$ cat src/design/arq_pkg.sv
// ----------------------------------------------------------------------------
// arq_pkg
// Types, codes and reset values shared by the stop-and-wait transmit
// controller.
// ----------------------------------------------------------------------------
package arq_pkg;

    localparam int QUEUE_DEPTH_DEF = 16;
    localparam int PADDR_W         = 5;
    localparam int PDATA_W         = 32;

    localparam logic [1:0] OP_PAYLOAD = 2'd0;
    localparam logic [1:0] OP_REPORT  = 2'd1;
    localparam logic [1:0] OP_RESET   = 2'd2;

    localparam logic [7:0] FT_DATA = 8'd1;
    localparam logic [7:0] FT_ACK  = 8'd2;

    localparam logic [1:0] FK_DATA = 2'd1;
    localparam logic [1:0] FK_ACK  = 2'd2;

    localparam logic [1:0] RK_NEW     = 2'd0;
    localparam logic [1:0] RK_RETX    = 2'd1;
    localparam logic [1:0] RK_ACK     = 2'd2;
    localparam logic [1:0] RK_SUCCESS = 2'd3;

    localparam logic [2:0] CMD_PAYLOAD   = 3'd0;
    localparam logic [2:0] CMD_OWN_DATA  = 3'd1;
    localparam logic [2:0] CMD_ACK       = 3'd2;
    localparam logic [2:0] CMD_PEER_DATA = 3'd3;
    localparam logic [2:0] CMD_IDLE      = 3'd4;

    localparam logic [2:0] REG_MY_ADDR   = 3'd0;
    localparam logic [2:0] REG_PEER_ADDR = 3'd1;
    localparam logic [2:0] REG_MAX_RETX  = 3'd2;
    localparam logic [2:0] REG_BUF_LIMIT = 3'd3;
    localparam logic [2:0] REG_INC_EN    = 3'd4;
    localparam logic [2:0] REG_START_IDX = 3'd5;

    localparam logic [7:0] MAX_RETX_RST  = 8'd3;
    localparam logic [4:0] BUF_LIMIT_RST = 5'd16;
    localparam logic       INC_EN_RST    = 1'b1;
    localparam logic [7:0] START_IDX_RST = 8'd0;

    typedef struct packed {
        logic [7:0] my_address;
        logic [7:0] peer_address;
        logic [7:0] max_retx;
        logic [4:0] buffer_limit;
        logic       inc_en;
        logic [7:0] start_index;
        logic       load_start;
    } cfg_t;

    typedef struct packed {
        logic [2:0]  kind;
        logic [15:0] handle;
        logic [7:0]  length;
        logic [7:0]  src;
        logic [7:0]  idx;
        logic [7:0]  txc;
    } cmd_t;

    typedef struct packed {
        logic [1:0]  result_kind;
        logic [1:0]  frame_kind;
        logic [7:0]  frame_number;
        logic [7:0]  dest_out;
        logic [7:0]  source_out;
        logic [7:0]  tx_count_out;
        logic [15:0] handle_out;
        logic [7:0]  length_out;
        logic        last;
    } res_t;

endpackage

$ cat src/design/arq_regs.sv
// ----------------------------------------------------------------------------
// arq_regs
// Configuration registers behind an APB-style port.
// ----------------------------------------------------------------------------
module arq_regs
    import arq_pkg::*;
(
    input  logic               clk,
    input  logic               rst_n,
    input  logic               psel,
    input  logic               penable,
    input  logic               pwrite,
    input  logic [PADDR_W-1:0] paddr,
    input  logic [PDATA_W-1:0] pwdata,
    output logic [PDATA_W-1:0] prdata,
    output logic               pready,
    output cfg_t               cfg
);

    logic [7:0] my_reg;
    logic [7:0] peer_reg;
    logic [7:0] retx_reg;
    logic [4:0] limit_reg;
    logic       inc_reg;
    logic [7:0] start_reg;
    logic       wr_en;
    logic [2:0] reg_sel;

    assign pready  = 1'b1;
    assign wr_en   = psel && penable && pwrite;
    assign reg_sel = paddr[PADDR_W-1:2];

    always_ff @(posedge clk or negedge rst_n)
    begin
        if (!rst_n)
        begin
            my_reg    <= '0;
            peer_reg  <= '0;
            retx_reg  <= MAX_RETX_RST;
            limit_reg <= BUF_LIMIT_RST;
            inc_reg   <= INC_EN_RST;
            start_reg <= START_IDX_RST;
        end
        else if (wr_en)
        begin
            unique case (reg_sel)
                REG_MY_ADDR:   my_reg    <= pwdata[7:0];
                REG_PEER_ADDR: peer_reg  <= pwdata[7:0];
                REG_MAX_RETX:  retx_reg  <= pwdata[7:0];
                REG_BUF_LIMIT: limit_reg <= pwdata[4:0];
                REG_INC_EN:    inc_reg   <= pwdata[0];
                REG_START_IDX: start_reg <= pwdata[7:0];
                default:
                begin
                end
            endcase
        end
    end

    always_comb
    begin
        unique case (reg_sel)
            REG_MY_ADDR:   prdata = PDATA_W'(my_reg);
            REG_PEER_ADDR: prdata = PDATA_W'(peer_reg);
            REG_MAX_RETX:  prdata = PDATA_W'(retx_reg);
            REG_BUF_LIMIT: prdata = PDATA_W'(limit_reg);
            REG_INC_EN:    prdata = PDATA_W'(inc_reg);
            REG_START_IDX: prdata = PDATA_W'(start_reg);
            default:       prdata = '0;
        endcase
    end

    always_comb
    begin
        cfg.my_address   = my_reg;
        cfg.peer_address = peer_reg;
        cfg.max_retx     = retx_reg;
        cfg.buffer_limit = limit_reg;
        cfg.inc_en       = inc_reg;
        cfg.start_index  = pwdata[7:0];
        cfg.load_start   = wr_en && (reg_sel == REG_START_IDX);
    end

endmodule

$ cat src/design/arq_front.sv
// ----------------------------------------------------------------------------
// arq_front
// Accepts input items, classifies each into a command and holds commands in
// a two-entry queue. Items that cause nothing are dropped here.
// ----------------------------------------------------------------------------
module arq_front
    import arq_pkg::*;
(
    input  logic        clk,
    input  logic        rst_n,
    input  cfg_t        cfg,
    input  logic        push,
    output logic        full,
    input  logic [1:0]  operation,
    input  logic [15:0] payload_handle,
    input  logic [7:0]  payload_bytes,
    input  logic [7:0]  report_type,
    input  logic [7:0]  report_source,
    input  logic [7:0]  report_destination,
    input  logic [7:0]  report_index,
    input  logic [7:0]  report_tx_count,
    input  logic        reset_flag,
    output logic        cmd_valid,
    output cmd_t        cmd,
    input  logic        cmd_pop
);

    cmd_t       slot_reg [2];
    logic       wr_ptr_reg;
    logic       rd_ptr_reg;
    logic [1:0] count_reg;
    cmd_t       new_cmd;
    logic       keep;
    logic       do_push;
    logic       do_pop;

    always_comb
    begin
        new_cmd.kind   = CMD_PAYLOAD;
        new_cmd.handle = payload_handle;
        new_cmd.length = payload_bytes;
        new_cmd.src    = report_source;
        new_cmd.idx    = report_index;
        new_cmd.txc    = report_tx_count;
        keep           = 1'b0;
        priority if (operation == OP_PAYLOAD)
        begin
            keep = 1'b1;
        end
        else if (operation == OP_REPORT)
        begin
            priority if (report_source == cfg.my_address)
            begin
                new_cmd.kind = CMD_OWN_DATA;
                keep         = (report_type == FT_DATA);
            end
            else if (report_destination == cfg.my_address)
            begin
                if (report_type == FT_ACK)
                begin
                    new_cmd.kind = CMD_ACK;
                    keep         = 1'b1;
                end
                else if (report_type == FT_DATA)
                begin
                    new_cmd.kind = CMD_PEER_DATA;
                    keep         = 1'b1;
                end
            end
            else
            begin
                keep = 1'b0;
            end
        end
        else if (operation == OP_RESET)
        begin
            new_cmd.kind = CMD_IDLE;
            keep         = reset_flag;
        end
        else
        begin
            keep = 1'b0;
        end
    end

    assign full      = (count_reg == 2'd2);
    assign cmd_valid = (count_reg != 2'd0);
    assign cmd       = slot_reg[rd_ptr_reg];
    assign do_push   = push && !full && keep;
    assign do_pop    = cmd_pop && cmd_valid;

    always_ff @(posedge clk)
    begin
        if (do_push)
        begin
            slot_reg[wr_ptr_reg] <= new_cmd;
        end
    end

    always_ff @(posedge clk or negedge rst_n)
    begin
        if (!rst_n)
        begin
            wr_ptr_reg <= 1'b0;
            rd_ptr_reg <= 1'b0;
            count_reg  <= 2'd0;
        end
        else
        begin
            if (do_push)
            begin
                wr_ptr_reg <= !wr_ptr_reg;
            end
            if (do_pop)
            begin
                rd_ptr_reg <= !rd_ptr_reg;
            end
            if (do_push && !do_pop)
            begin
                count_reg <= count_reg + 2'd1;
            end
            else if (do_pop && !do_push)
            begin
                count_reg <= count_reg - 2'd1;
            end
        end
    end

endmodule

$ cat src/design/arq_back.sv
// ----------------------------------------------------------------------------
// arq_back
// Carries out commands: owns the descriptor queue, the idle flag, the frame
// index counter and the frame in flight, and produces result items.
// ----------------------------------------------------------------------------
module arq_back
    import arq_pkg::*;
#(
    parameter int QUEUE_DEPTH = QUEUE_DEPTH_DEF
)
(
    input  logic clk,
    input  logic rst_n,
    input  cfg_t cfg,
    input  logic cmd_valid,
    input  cmd_t cmd,
    output logic cmd_pop,
    input  logic outq_full,
    output logic res_push,
    output res_t res
);

    localparam int PTR_W  = (QUEUE_DEPTH > 1) ? $clog2(QUEUE_DEPTH) : 1;
    localparam int FILL_W = $clog2(QUEUE_DEPTH + 1);
    localparam int CMP_W  = (FILL_W > 5) ? FILL_W : 5;

    localparam logic PH_FIRST = 1'b0;
    localparam logic PH_POP   = 1'b1;

    logic [31:0]       mem [QUEUE_DEPTH];
    logic [31:0]       rd_data_reg;
    logic              phase_reg,    phase_next;
    logic              idle_reg,     idle_next;
    logic [7:0]        index_reg,    index_next;
    logic [PTR_W-1:0]  head_reg,     head_next;
    logic [PTR_W-1:0]  tail_reg,     tail_next;
    logic [FILL_W-1:0] fill_reg,     fill_next;
    logic [31:0]       inflight_reg, inflight_next;
    logic              mem_we;
    logic [7:0]        new_index;
    logic [31:0]       entry;
    logic              room;
    logic              queued;

    function automatic logic [PTR_W-1:0] ptr_inc(input logic [PTR_W-1:0] p);
        logic [PTR_W-1:0] r;
        r = (p == PTR_W'(QUEUE_DEPTH - 1)) ? '0 : p + 1'b1;
        return r;
    endfunction

    function automatic res_t data_res(input logic [1:0] kind, input logic [31:0] frame,
                                      input logic [7:0] txc, input cfg_t c,
                                      input logic lst);
        res_t r;
        r.result_kind  = kind;
        r.frame_kind   = FK_DATA;
        r.frame_number = frame[7:0];
        r.dest_out     = c.peer_address;
        r.source_out   = c.my_address;
        r.tx_count_out = txc;
        r.handle_out   = frame[31:16];
        r.length_out   = frame[15:8];
        r.last         = lst;
        return r;
    endfunction

    assign new_index = cfg.inc_en ? index_reg + 8'd1 : index_reg;
    assign entry     = {cmd.handle, cmd.length, new_index};
    assign queued    = (fill_reg != '0);
    assign room      = (CMP_W'(fill_reg) < CMP_W'(cfg.buffer_limit))
                       && (fill_reg < FILL_W'(QUEUE_DEPTH));

    always_comb
    begin
        phase_next    = phase_reg;
        idle_next     = idle_reg;
        index_next    = index_reg;
        head_next     = head_reg;
        tail_next     = tail_reg;
        fill_next     = fill_reg;
        inflight_next = inflight_reg;
        mem_we        = 1'b0;
        cmd_pop       = 1'b0;
        res_push      = 1'b0;
        res           = '0;
        unique case (phase_reg)
            PH_FIRST:
            begin
                if (cmd_valid && !outq_full)
                begin
                    cmd_pop = 1'b1;
                    unique case (cmd.kind)
                        CMD_PAYLOAD:
                        begin
                            if (room)
                            begin
                                index_next = new_index;
                                tail_next  = ptr_inc(tail_reg);
                                if (idle_reg)
                                begin
                                    head_next     = ptr_inc(head_reg);
                                    inflight_next = entry;
                                    idle_next     = 1'b0;
                                    res_push      = 1'b1;
                                    res           = data_res(RK_NEW, entry, 8'd0, cfg, 1'b1);
                                end
                                else
                                begin
                                    mem_we    = 1'b1;
                                    fill_next = fill_reg + 1'b1;
                                end
                            end
                        end
                        CMD_OWN_DATA:
                        begin
                            if (cmd.txc >= cfg.max_retx)
                            begin
                                idle_next  = !queued;
                                phase_next = queued ? PH_POP : PH_FIRST;
                            end
                            else
                            begin
                                res_push = 1'b1;
                                res      = data_res(RK_RETX, inflight_reg, cmd.txc + 8'd1,
                                                    cfg, 1'b1);
                            end
                        end
                        CMD_ACK:
                        begin
                            idle_next       = !queued;
                            phase_next      = queued ? PH_POP : PH_FIRST;
                            res_push        = 1'b1;
                            res.result_kind = RK_SUCCESS;
                            res.last        = !queued;
                        end
                        CMD_PEER_DATA:
                        begin
                            idle_next        = 1'b0;
                            res_push         = 1'b1;
                            res.result_kind  = RK_ACK;
                            res.frame_kind   = FK_ACK;
                            res.frame_number = cmd.idx;
                            res.dest_out     = cmd.src;
                            res.source_out   = cfg.my_address;
                            res.last         = 1'b1;
                        end
                        CMD_IDLE:
                        begin
                            idle_next  = !queued;
                            phase_next = queued ? PH_POP : PH_FIRST;
                        end
                        default:
                        begin
                        end
                    endcase
                end
            end
            PH_POP:
            begin
                if (!outq_full)
                begin
                    inflight_next = rd_data_reg;
                    head_next     = ptr_inc(head_reg);
                    fill_next     = fill_reg - 1'b1;
                    phase_next    = PH_FIRST;
                    res_push      = 1'b1;
                    res           = data_res(RK_NEW, rd_data_reg, 8'd0, cfg, 1'b1);
                end
            end
            default:
            begin
            end
        endcase
        if (cfg.load_start)
        begin
            index_next = cfg.start_index;
        end
    end

    always_ff @(posedge clk)
    begin
        if (mem_we)
        begin
            mem[tail_reg] <= entry;
        end
        rd_data_reg <= mem[head_reg];
    end

    always_ff @(posedge clk or negedge rst_n)
    begin
        if (!rst_n)
        begin
            phase_reg    <= PH_FIRST;
            idle_reg     <= 1'b1;
            index_reg    <= START_IDX_RST;
            head_reg     <= '0;
            tail_reg     <= '0;
            fill_reg     <= '0;
            inflight_reg <= '0;
        end
        else
        begin
            phase_reg    <= phase_next;
            idle_reg     <= idle_next;
            index_reg    <= index_next;
            head_reg     <= head_next;
            tail_reg     <= tail_next;
            fill_reg     <= fill_next;
            inflight_reg <= inflight_next;
        end
    end

`ifndef SYNTHESIS
    a_idle_means_empty: assert property (@(posedge clk) disable iff (!rst_n)
        idle_reg |-> fill_reg == '0)
        else $error("Controller is idle while descriptors are queued.");

    a_fill_bound: assert property (@(posedge clk) disable iff (!rst_n)
        fill_reg <= FILL_W'(QUEUE_DEPTH))
        else $error("Descriptor queue fill exceeds its depth.");

    a_pop_has_entry: assert property (@(posedge clk) disable iff (!rst_n)
        phase_reg == PH_POP |-> fill_reg != '0)
        else $error("Release cycle entered with an empty descriptor queue.");

    a_push_room: assert property (@(posedge clk) disable iff (!rst_n)
        res_push |-> !outq_full)
        else $error("Result item written into a full result queue.");

    a_pop_releases: assert property (@(posedge clk) disable iff (!rst_n)
        phase_reg == PH_POP && !outq_full |=> phase_reg == PH_FIRST && !idle_reg)
        else $error("Released descriptor did not leave the controller busy.");
`endif

endmodule

$ cat src/design/arq_outq.sv
// ----------------------------------------------------------------------------
// arq_outq
// Two-entry result queue; decouples the result port from the command
// engine.
// ----------------------------------------------------------------------------
module arq_outq
    import arq_pkg::*;
(
    input  logic clk,
    input  logic rst_n,
    input  logic wr_en,
    input  res_t din,
    output logic is_full,
    input  logic rd_en,
    output logic is_empty,
    output res_t dout
);

    res_t       slot_reg [2];
    logic       wr_ptr_reg;
    logic       rd_ptr_reg;
    logic [1:0] count_reg;
    logic       do_wr;
    logic       do_rd;

    assign is_full  = (count_reg == 2'd2);
    assign is_empty = (count_reg == 2'd0);
    assign dout     = slot_reg[rd_ptr_reg];
    assign do_wr    = wr_en && !is_full;
    assign do_rd    = rd_en && !is_empty;

    always_ff @(posedge clk)
    begin
        if (do_wr)
        begin
            slot_reg[wr_ptr_reg] <= din;
        end
    end

    always_ff @(posedge clk or negedge rst_n)
    begin
        if (!rst_n)
        begin
            wr_ptr_reg <= 1'b0;
            rd_ptr_reg <= 1'b0;
            count_reg  <= 2'd0;
        end
        else
        begin
            if (do_wr)
            begin
                wr_ptr_reg <= !wr_ptr_reg;
            end
            if (do_rd)
            begin
                rd_ptr_reg <= !rd_ptr_reg;
            end
            if (do_wr && !do_rd)
            begin
                count_reg <= count_reg + 2'd1;
            end
            else if (do_rd && !do_wr)
            begin
                count_reg <= count_reg - 2'd1;
            end
        end
    end

endmodule

$ cat src/design/stop_and_wait_arq_controller_core.sv
// ----------------------------------------------------------------------------
// stop_and_wait_arq_controller_core
// Stop-and-wait transmit controller: queues payload descriptors, sends and
// retransmits data frames, answers data frames with acks and reports success.
// ----------------------------------------------------------------------------
// The input side takes one item per cycle into a two-entry command queue
// while full is low, so full rises only when the command engine falls
// behind. The engine executes a command in its first phase, followed by a
// release phase when it releases a queued descriptor, which reads the
// descriptor memory through its registered read port; it takes no new
// command in that phase and stalls while the result queue is full. Each item
// gives zero, one or two result items, held in a two-entry result queue
// whose last field marks the final result of an item. No clearing after reset.
module stop_and_wait_arq_controller_core
    import arq_pkg::*;
#(
    parameter int QUEUE_DEPTH = QUEUE_DEPTH_DEF
)
(
    input  logic               clk,
    input  logic               rst_n,
    input  logic               psel,
    input  logic               penable,
    input  logic               pwrite,
    input  logic [PADDR_W-1:0] paddr,
    input  logic [PDATA_W-1:0] pwdata,
    output logic [PDATA_W-1:0] prdata,
    output logic               pready,
    input  logic               push,
    output logic               full,
    input  logic [1:0]         operation,
    input  logic [15:0]        payload_handle,
    input  logic [7:0]         payload_bytes,
    input  logic [7:0]         report_type,
    input  logic [7:0]         report_source,
    input  logic [7:0]         report_destination,
    input  logic [7:0]         report_index,
    input  logic [7:0]         report_tx_count,
    input  logic               reset_flag,
    output logic               empty,
    input  logic               pop,
    output logic [1:0]         result_kind,
    output logic [1:0]         frame_kind,
    output logic [7:0]         frame_number,
    output logic [7:0]         dest_out,
    output logic [7:0]         source_out,
    output logic [7:0]         tx_count_out,
    output logic [15:0]        handle_out,
    output logic [7:0]         length_out,
    output logic               last
);

    cfg_t cfg;
    logic cmd_valid;
    cmd_t cmd;
    logic cmd_pop;
    logic outq_full;
    logic res_push;
    res_t res;
    res_t res_out;

    arq_regs u_regs (
        .clk     (clk),
        .rst_n   (rst_n),
        .psel    (psel),
        .penable (penable),
        .pwrite  (pwrite),
        .paddr   (paddr),
        .pwdata  (pwdata),
        .prdata  (prdata),
        .pready  (pready),
        .cfg     (cfg)
    );

    arq_front u_front (
        .clk                (clk),
        .rst_n              (rst_n),
        .cfg                (cfg),
        .push               (push),
        .full               (full),
        .operation          (operation),
        .payload_handle     (payload_handle),
        .payload_bytes      (payload_bytes),
        .report_type        (report_type),
        .report_source      (report_source),
        .report_destination (report_destination),
        .report_index       (report_index),
        .report_tx_count    (report_tx_count),
        .reset_flag         (reset_flag),
        .cmd_valid          (cmd_valid),
        .cmd                (cmd),
        .cmd_pop            (cmd_pop)
    );

    arq_back #(
        .QUEUE_DEPTH (QUEUE_DEPTH)
    ) u_back (
        .clk       (clk),
        .rst_n     (rst_n),
        .cfg       (cfg),
        .cmd_valid (cmd_valid),
        .cmd       (cmd),
        .cmd_pop   (cmd_pop),
        .outq_full (outq_full),
        .res_push  (res_push),
        .res       (res)
    );

    arq_outq u_outq (
        .clk      (clk),
        .rst_n    (rst_n),
        .wr_en    (res_push),
        .din      (res),
        .is_full  (outq_full),
        .rd_en    (pop),
        .is_empty (empty),
        .dout     (res_out)
    );

    assign result_kind  = res_out.result_kind;
    assign frame_kind   = res_out.frame_kind;
    assign frame_number = res_out.frame_number;
    assign dest_out     = res_out.dest_out;
    assign source_out   = res_out.source_out;
    assign tx_count_out = res_out.tx_count_out;
    assign handle_out   = res_out.handle_out;
    assign length_out   = res_out.length_out;
    assign last         = res_out.last;

endmodule

$ cat config.mk
export PLATFORM = sky130hd
export DESIGN_NAME = stop_and_wait_arq_controller_core
export DESIGN_NICKNAME = d
export VERILOG_FILES = /design/src/design/arq_pkg.sv /design/src/design/arq_regs.sv /design/src/design/arq_front.sv /design/src/design/arq_back.sv /design/src/design/arq_outq.sv /design/src/design/stop_and_wait_arq_controller_core.sv
export SDC_FILE = /design/constraint.sdc
export NUM_CORES = 1
export LEC_CHECK = 0
export CORE_MARGIN = 5
export CORE_UTILIZATION = 30
export DETAILED_ROUTE_END_ITERATION = 16
export DONT_BUFFER_PORTS = 1
export GPL_TIMING_DRIVEN = 1
export RECOVER_POWER = 25
export SLEW_MARGIN = 0
export SYNTH_ARGS = -nofsm -noshare
export SYNTH_HDL_FRONTEND = slang
export SYNTH_SLANG_ARGS = --single-unit
export TNS_END_PERCENT = 5
$ cat constraint.sdc
create_clock -name clk -period 15.05 [get_ports clk]
set_clock_uncertainty 0.05 [all_clocks]
set_input_delay 0 -clock clk [delete_from_list [all_inputs] [get_ports clk]]
set_output_delay 0 -clock clk [all_outputs]
set_load 0.005 [all_outputs]
==> impl_metrics.toml <==
[cells_and_area]
finalNetCount = 2400
stdcell_count = 3858
diodes = 0
mostFrequentLayoutCells = "736 x edfxtp_1, 147 x mux2i_1, 139 x o21ai_0"
largest_reg_flops = 512
area_growth_pct = 16.5
final_common_cell = "edfxtp_1"
drive_gt1_share_pct = 17.2
fill_cells = 10868

[cts]
post-cts-setup-buffers = 0
ctsResizeCount = 0
htree_num_levels = 3
clk_pin_slew_ns = 0.06
cts_tree = "yes"
clock_path_buffers = 3
clkSinkCount = 869
cts-root-buf = "clkbuf_16"
ctsHoldBuffers = 125
clk_latency_ns = 0.64
cts_buffers = 82

[yosys]
synthCells = 2121
yosys_most_used_dff = "edfxtp_1"
yosys_warnings = 0
ys_async_sr_fraction_pct = 11.6
synth-seq-area-share_pct = 72.2
avgSynthCellArea_um2 = 16.5
synth.cell_area_mm2 = 0.0350
yosysUniqueCellTypes = 64
synth_edf_count = 736
synth_seq_cells = 869

[grt]
track_usage_pct = 13.6
grt_first_pass_wirelength_um = 126000
grt_pass1_vias = 19916
antenna_found_initial = 1
grt.overflow.total = 0
grt_start_max_net_pins = 135

[detailed_routing]
route.detailed.drc = 0
drt_iter0_drc = 1891
firstDrtPassIters = 5
post_drt_via_cell_ratio = 5.03
routedWlPerCell_um = 22.4
dr_total_vias = 19395
wl_um = 86600
antenna_left = 0

[timing]
clock.fmax_mhz = 162
tightest_slew_ns = 3.88
finalCriticalPeriod_ns = 6.19
rsz0062_at_grt = "no"
min_period_over_period_pct = 41.1
setup_viol = 0
slew_headroom_pct = -159
hold_viol_final = 0
drv_slew = 159
setup-tns-final_ns = 0

[floorplanning]
num_rows = 125
initial_core_util_pct = 30.2
io_pins = 207
die_h_um = 352
die_x_um = 352
die_area_mm2 = 0.124
core_area_mm2 = 0.116

[status]
violations = "max-capacitance violations, max-slew violations"
status = "finished, violations left"

[power]
peakVddDrop_mv = 0.165
powerDensity_mw_per_mm2 = 183
p_total_mw = 7.45
p_leak_nw = 13.9

[min_path]
hp-class = "in2out"

[placed_design]
dp_hpwl_um = 49200
dp.cells = 3579
port_buffers = 0
gp_congestion = 0.811

[worst_setup_path]
path_buf_inv = 4
cp_slowest_cell = "clkbuf_1"
crit_family = "buffers and inverters"
cpPeakStageDelay_ns = 2.71
cp-end-kind = "asynchronous set/reset pin"
cp_cell_sequence = "dlygate4sd3_1 > dlygate4sd3_1 > clkbuf_1 > clkbuf_1"
crit_path_start_kind = "input pin"
required_ns = 14.79
crit_type = "in2async"
arrival_ns = 5.92
cp_max_fo = 62

[run]
maxCapViolCount = 3
==> kinds of logic after synthesis <==
family,share of synthesized area (%)
multiplexers,13.3
XOR/XNOR,1.33
adder cells (fa/ha/maj),0.915
buffers and inverters,2.05
other,0.0214
AND/OR/NAND/NOR,3.82
AO/OA/AOI/OAI,6.39
flip-flops,72.2
==> power breakdown <==
part           leakage [nW]  internal (mW)  switching [mW]
combinational          4.44          0.778            1.20
sequential             8.14           3.10           0.266
clock                  1.34           1.21           0.888
==> layer usage <==
layer	vias to the layer above	wire, µm	GRT usage, %
met4	0	2260	3.91
met2	612	41100	21.9
li1	8477	-	-
met3	143	5440	2.65
met1	10163	37800	18.9
met5	-	0	0
==> synth_stat cells (all sizes together) (35+ instances only) <==
| library cell | count | area [µm²] |
|---|---|---|
| edfxtp | 736 | 22100 |
| mux2 | 153 | 1720 |
| mux2i | 147 | 1470 |
| o21ai | 140 | 704 |
| nand2 | 136 | 513 |
| dfrtp | 96 | 2400 |
| a21oi | 73 | 365 |
| a22oi | 72 | 541 |
| mux4 | 65 | 1460 |
| clkbuf | 64 | 240 |
| buf | 61 | 348 |
| nor2 | 61 | 229 |
| inv | 35 | 131 |
==> layout make-up <==
class | count | area (µm²) | share of cell area, %
clock buffers | 105 | 2240 | 5.49
clock inverters | 49 | 502 | 1.23
inverters | 35 | 131 | 0.322
multi-input cells | 1115 | 9210 | 22.6
flip-flops and latches | 869 | 25300 | 62.0
well taps | 1524 | 1910 | 4.67
repair buffers | 161 | 1510 | 3.71
==> worst paths after layout <==
check	startpoint	endpoint	slack, ns	depth (start not counted)
worst max-delay path	rst_n	u_back.head_reg[3]	8.86	4
worst min-delay path	paddr[3]	prdata[6]	0.05	1
worst max register to register	u_front.rd_ptr_reg	u_outq.slot_reg[0][24]	9.15	11
worst min register to register	u_regs.start_reg[6]	u_regs.start_reg[6]	0.43	2
max in group clk	u_front.rd_ptr_reg	u_outq.slot_reg[0][24]	9.15	11
min in group asynchronous	rst_n	u_back.fill_reg[4]	1.84	3
==> stage by stage <==
stage,cell area [µm²],utilization [%],setup WS [ns],hold slack [ns]
after CTS,40800,35.2,9.57,0.00123
after global routing,40800,35.2,7.92,0.0168
after floorplan,35100,-,8.95,-0.346
after global placement,36800,31.7,9.61,-0.335
final,40800,35.2,8.86,0.0479
after detailed placement,36800,31.7,9.57,-0.335
==> worst reg2reg max path: stages (launching register included) <==
cell     delay, ns
dfrtp_1       1.20
buf_4         0.62
mux2i_1       0.38
inv_1         0.12
ha_1          0.21
or4_1         0.53
a21oi_1       0.14
o31ai_1       0.19
o22ai_1       0.46
o21ai_0       0.29
a21oi_4       0.49
buf_4         0.72
Note: power is estimated with default switching activity, not from simulation.
